### src/rtl/assert_macros.svh
// Assertion helper macros shared by the RTL of the biquad cascade.
// Depends on nothing; each macro expects clk and arst_n in scope.
`ifndef ASSERT_MACROS_SVH
`define ASSERT_MACROS_SVH

// Property must hold at every clock edge outside reset.
`define ASSERT_ALWAYS(label, prop, msg) \
	label: assert property (@(posedge clk) disable iff (!arst_n) (prop)) \
		else $error(msg);

// Condition must never be true outside reset.
`define ASSERT_NEVER(label, cond, msg) \
	label: assert property (@(posedge clk) disable iff (!arst_n) !(cond)) \
		else $error(msg);

`endif

### src/rtl/bqc_pkg.sv
// Shared constants and types of the biquad cascade.
// Used by bqc_section and biquad_cascade_iir_filter; depends on nothing.
package bqc_pkg;

	localparam int unsigned MAX_SECTIONS      = 8;
	localparam int unsigned SAMPLE_W          = 16;
	localparam int unsigned COEF_W            = 16;
	localparam int unsigned ACC_W             = 32;
	localparam int unsigned PROD_W            = SAMPLE_W + COEF_W;
	localparam int unsigned OUT_SHIFT         = 15;
	localparam int unsigned COEFS_PER_SECTION = 6;
	localparam int unsigned CIDX_W            = 6;
	localparam int unsigned SEC_W             = $clog2(MAX_SECTIONS);
	localparam int unsigned CNT_W             = 4;
	localparam int unsigned CFG_IDX_W         = 2;
	localparam int unsigned CFG_DATA_W        = 4;

	// Configuration register indexes
	localparam logic [CFG_IDX_W-1:0] REG_SECTION_COUNT = 2'd0;
	localparam logic [CFG_IDX_W-1:0] REG_DELAY_MODE    = 2'd1;

	// Input commands
	localparam logic CMD_FILTER = 1'b0;
	localparam logic CMD_WRITE  = 1'b1;

	localparam logic [CNT_W-1:0] SECTION_COUNT_RESET = 4'd4;

	// Coefficient slot within a section
	typedef enum logic [2:0] {
		K_B0     = 3'd0,
		K_B1     = 3'd1,
		K_B2     = 3'd2,
		K_UNUSED = 3'd3,
		K_A1     = 3'd4,
		K_A2     = 3'd5
	} coef_k_t;

	// Control from the sequencer to one section cell
	typedef struct packed {
		logic    go;
		logic    en;
		logic    dmode;
		logic    coef_we;
		coef_k_t coef_k;
	} cell_ctl_t;

endpackage

### src/rtl/bqc_section.sv
// One second-order section cell in transposed direct form II, with its own
// coefficients and delay states. Depends on bqc_pkg.
module bqc_section (
	input  logic                                   clk,
	input  logic                                   arst_n,
	input  bqc_pkg::cell_ctl_t                     ctl,
	input  logic signed [bqc_pkg::SAMPLE_W-1:0]    x_in,
	input  logic signed [bqc_pkg::COEF_W-1:0]      coef_value,
	output logic signed [bqc_pkg::SAMPLE_W-1:0]    y_out,
	output logic                                   go_out
);

	logic signed [bqc_pkg::COEF_W-1:0] b0_q, b1_q, b2_q, a1_q, a2_q;
	logic signed [bqc_pkg::ACC_W-1:0]  s1_q, s2_q, d1_q, d2_q;
	logic                              go_s1;
	logic signed [bqc_pkg::ACC_W-1:0]  acc_s1, bx1_s1, bx2_s1;
	logic signed [bqc_pkg::PROD_W-1:0] prod_b0, prod_b1, prod_b2, prod_a1, prod_a2;
	logic signed [bqc_pkg::ACC_W-1:0]  acc_next, nf, ns;

	// Coefficient load; the unused slot is dropped
	always_ff @(posedge clk) begin
		if (ctl.coef_we) begin
			unique case (ctl.coef_k)
				bqc_pkg::K_B0:     b0_q <= coef_value;
				bqc_pkg::K_B1:     b1_q <= coef_value;
				bqc_pkg::K_B2:     b2_q <= coef_value;
				bqc_pkg::K_A1:     a1_q <= coef_value;
				bqc_pkg::K_A2:     a2_q <= coef_value;
				bqc_pkg::K_UNUSED: ;
				default:           ;
			endcase
		end
	end

	// Stage 1: feed-forward products and the accumulator
	assign prod_b0  = b0_q * x_in;
	assign prod_b1  = b1_q * x_in;
	assign prod_b2  = b2_q * x_in;
	assign acc_next = bqc_pkg::ACC_W'(prod_b0) + s1_q;

	always_ff @(posedge clk or negedge arst_n) begin
		if (!arst_n) begin
			go_s1 <= 1'b0;
		end else begin
			go_s1 <= ctl.go & ctl.en;
		end
	end

	always_ff @(posedge clk) begin
		if (ctl.go && ctl.en) begin
			acc_s1 <= acc_next;
			bx1_s1 <= bqc_pkg::ACC_W'(prod_b1);
			bx2_s1 <= bqc_pkg::ACC_W'(prod_b2);
		end
	end

	// Stage 2: section output (floor shift, wrapped) and feedback terms
	assign y_out   = acc_s1[bqc_pkg::OUT_SHIFT +: bqc_pkg::SAMPLE_W];
	assign go_out  = go_s1;
	assign prod_a1 = a1_q * y_out;
	assign prod_a2 = a2_q * y_out;
	assign nf      = bx1_s1 - bqc_pkg::ACC_W'(prod_a1) + s2_q;
	assign ns      = bx2_s1 - bqc_pkg::ACC_W'(prod_a2);

	// State update; doubled-delay mode routes through the extra registers
	always_ff @(posedge clk or negedge arst_n) begin
		if (!arst_n) begin
			s1_q <= '0;
			s2_q <= '0;
			d1_q <= '0;
			d2_q <= '0;
		end else if (go_s1) begin
			if (ctl.dmode) begin
				s1_q <= d1_q;
				d1_q <= nf;
				s2_q <= d2_q;
				d2_q <= ns;
			end else begin
				s1_q <= nf;
				s2_q <= ns;
			end
		end
	end

endmodule
### config.mk
export PLATFORM = sky130hd
export DESIGN_NAME = bqc_section
export DESIGN_NICKNAME = d
export VERILOG_FILES = /design/src/rtl/assert_macros.svh /design/src/rtl/bqc_pkg.sv /design/src/rtl/bqc_section.sv
export SDC_FILE = /design/constraint.sdc
export NUM_CORES = 2
export LEC_CHECK = 0
export BUFFER_PORTS_ARGS = -buffer_cell sky130_fd_sc_hd__buf_2
export CAP_MARGIN = 10
export CORE_MARGIN = 2
export CORE_UTILIZATION = 55
export DETAILED_ROUTE_END_ITERATION = 8
export GPL_TIMING_DRIVEN = 0
export PLACE_DENSITY = 0.74
export SLEW_MARGIN = 40
export SYNTH_ARGS = -nofsm -noshare
export SYNTH_HDL_FRONTEND = slang
export SYNTH_SLANG_ARGS = --single-unit
### constraint.sdc
create_clock -name clk -period 6.3 [get_ports clk]
set_clock_uncertainty 0.15 [all_clocks]
set_input_delay 1.26 -clock clk [delete_from_list [all_inputs] [get_ports clk]]
set_output_delay 1.26 -clock clk [all_outputs]
set_load 0.03 [all_outputs]
==> results.toml <==
[run_status]
outcome = "complete, but fails checks"
violations = "negative setup slack"

[floorplanning]
start_util_pct = 55.3
die_extent_in_y_um = 340
rows = 123
die_x_um = 340
die-area_sq_um = 116000
floorplan.core_area_sq_um = 112000
design.portCount = 58

[global_route]
number_of_global_route_vias_before_repair = 51100
grt_max_degree = 72
grt_overflow_total = 0
grt_first_pass_wirelength_mm = 307
grt_antenna_before_repair = 18
global_route.usage.total_pct = 35.7

[worst_setup_path]
cp_common_cell = "sky130_fd_sc_hd__fa_1"
worst-r2r-setup-slack_ns = -0.67
criticalPathCategory = "reg2reg"
crit_required_ns = 6.70
slowest_delay_ns = 0.54
cp_slowest_cell = "sky130_fd_sc_hd__fa_1"
critPathCaptureType = "flip-flop"
r2r-end = "s1_q[29]$_DFFE_PN0P_"
reg2reg_from = "acc_s1[15]$_DFFE_PP_"
crit_fanout = 7
critical_path_cell_count = 27
cp-start-kind = "flip-flop"
crit_buf_inv = 9
worst_reg2reg_path_depth = 27
timing.critical_path.max_delay_family = "adder cells"
arrival_ns = 7.37

[sta]
tightest_slew_ns = 0.979
max_freq_mhz = 143
finalWorstPathRequiredPeriod_ns = 6.97
rsz0062_at_grt = "yes"
report.final.hold_viol_count = 0
slew_headroom_pct = 34.7
layout_setup_ws_ns = -0.671
final.setup.tns_ns = -29.85
report.final.setup_viol = 92
min_period_over_period_pct = 111
slew_violations = 0

[route]
antenna_left = 0
detail_route.iter0.violations = 4287
first_pass_iters = 7
vias = 47700
routedWlPerCell_um = 24.7
drt-vias-per-instance = 5.72
detail_route.drc_violations = 0
detailed_route_wire_length_mm = 206

[min_path]
hold_path.startpoint = "d2_q[4]$_DFFE_PN0P_"
holdPathEnd = "d2_q[4]$_DFFE_PN0P_"
min_path_type = "reg2reg"
worstHoldPathCells = 2

[cts]
cts_htree_levels = 2
root_buffer = "sky130_fd_sc_hd__clkbuf_16"
cts_inserted_buffers = 38
numClockSinks = 283
insertion_delay_ns = 0.63
clk_transition_reported_paths_ns = 0.06
tritoncts_clock_tree = "yes"
cts-root-to-sink-buffers = 3

[yosys]
netlist_instances = 6408
synth_seq_area_share_pct = 12.7
netlist-cell-type-count = 72
most_used_flip_flop_cell_after_synthesis = "sky130_fd_sc_hd__edfxtp_1"
syn-mean-instance-area_sq_um = 9.70
mappedNetlistNets = 8288
async_flop_share_pct = 44.2
ys.warnings.count = 0
synthesized_cell_area_sq_um = 62200
postSynthRegisterBits = 283
synth_edf_count = 158

[finish]
most_frequent_standard_cell_in_the_layout_excluding_fill_and_tap_cells = "sky130_fd_sc_hd__inv_1"
regArea_sq_um = 7870
fin_cells = 8349
final_area_sq_um = 73200
fillCellCount = 8507
multi_input_area_sq_um = 50400
most_frequent_cells_in_the_layout = "sky130_fd_sc_hd__inv_1, sky130_fd_sc_hd__fa_1, sky130_fd_sc_hd__nand2_1"
syn_to_final_growth_pct = 17.8
nNetsFinal = 8686
layout-drive-gt1-share_pct = 17.1

[placement]
placedCellCount = 7966
port_buffer_cells = 45
post-place-ws_ns = -1.82
placement.cell_area_sq_um = 65500
place.gp.congestion = 1.01
place_hpwl_mm = 158

[job]
max_cap_viol_count = 0
==> cell usage after synthesis, drive strengths merged (32+ instances only) <==
master | instances | area share, %
a21o | 68 | 0.82
clkbuf | 242 | 1.5
inv | 1677 | 10
dfrtp | 125 | 5.0
nand2b | 32 | 0.32
xnor2 | 149 | 2.1
nor2 | 129 | 0.78
ha | 432 | 8.7
and2 | 611 | 6.2
o21ai | 120 | 0.97
fa | 1407 | 45
nor2b | 41 | 0.41
nand3 | 33 | 0.27
nand2 | 710 | 4.3
edfxtp | 158 | 7.6
xor2 | 50 | 0.70
a21oi | 135 | 1.1
==> area by class of cell <==
type	instances	area share, %
Multi-Input combinational cell	4201	68.8
Sequential cell	283	10.8
Inverter	1677	8.66
Timing Repair Buffer	361	4.22
Buffer	244	3.26
Tap cell	1500	2.56
Clock buffer	46	1.38
Clock inverter	22	0.359
Antenna cell	15	0.0513
==> kinds of logic after synthesis <==
group	Yosys count	synth area share, %
AOI/OAI and AO/OA	463	4.80
adders and majority gates	1839	54.0
buffers and inverters	1924	11.6
muxes	54	0.932
and+or+nand+nor	1646	13.2
xor gates and xnor gates	199	2.80
DFF	283	12.7
==> worst max path at each step <==
stage                               from                    to  slack, ns
finish              acc_s1[15]$_DFFE_PP_  s1_q[29]$_DFFE_PN0P_      -0.67
floorplan                        x_in[4]  bx1_s1[25]$_DFFE_PP_      -0.53
global route        acc_s1[15]$_DFFE_PP_  s1_q[29]$_DFFE_PN0P_      -0.84
global placement    acc_s1[16]$_DFFE_PP_  s2_q[28]$_DFFE_PN0P_      -2.25
detailed placement               x_in[0]  acc_s1[30]$_DFFE_PP_      -1.82
CTS                              x_in[1]  bx1_s1[29]$_DFFE_PP_      -0.58
==> through the flow <==
stage	util, %	hold slack [ns]
floorplan	-	0.298
global placement	58.2	0.311
detailed placement	58.3	0.318
CTS	63.4	0.331
global route	65.2	0.354
finish	65.2	0.333
==> sequential cells by signal, indices dropped and copies added (netlist names) <==
name,cells
d1_q,31
s1_q,31
b1_q,16
b0_q,16
d2_q,31
bx1_s1,31
a1_q,16
b2_q,16
acc_s1,16
s2_q,31
bx2_s1,31
a2_q,16
go_out,1
==> repair_timing <==
action,4_1_cts,5_1_grt
endpoints found under the setup margin,122,113
hold buffers,0,0
gates cloned,4,3
pin swaps,197,257
setup buffers,207,110
resized for setup,617,340
==> tightest hold or removal path, cell delays in order, from the launching register on <==
cell and delay (ns):
sky130_fd_sc_hd__dfrtp_1 0.34, sky130_fd_sc_hd__nand2_1 0.04, sky130_fd_sc_hd__o21ai_0 0.06
==> layer usage <==
| layer | part of all wire (%) | wire length (um) | GRT usage (%) |
|---|---|---|---|
| met1 | 35 | 71500 | 43.6 |
| met3 | 12 | 24000 | 10.7 |
| met5 | 0.064 | 131 | 0 |
| met2 | 45 | 92700 | 55.5 |
| met4 | 8.7 | 17800 | 23.2 |
Power is left out: the tool's default activity adds up to more than one toggle a clock period on the data nets, which glitch-free logic cannot reach.
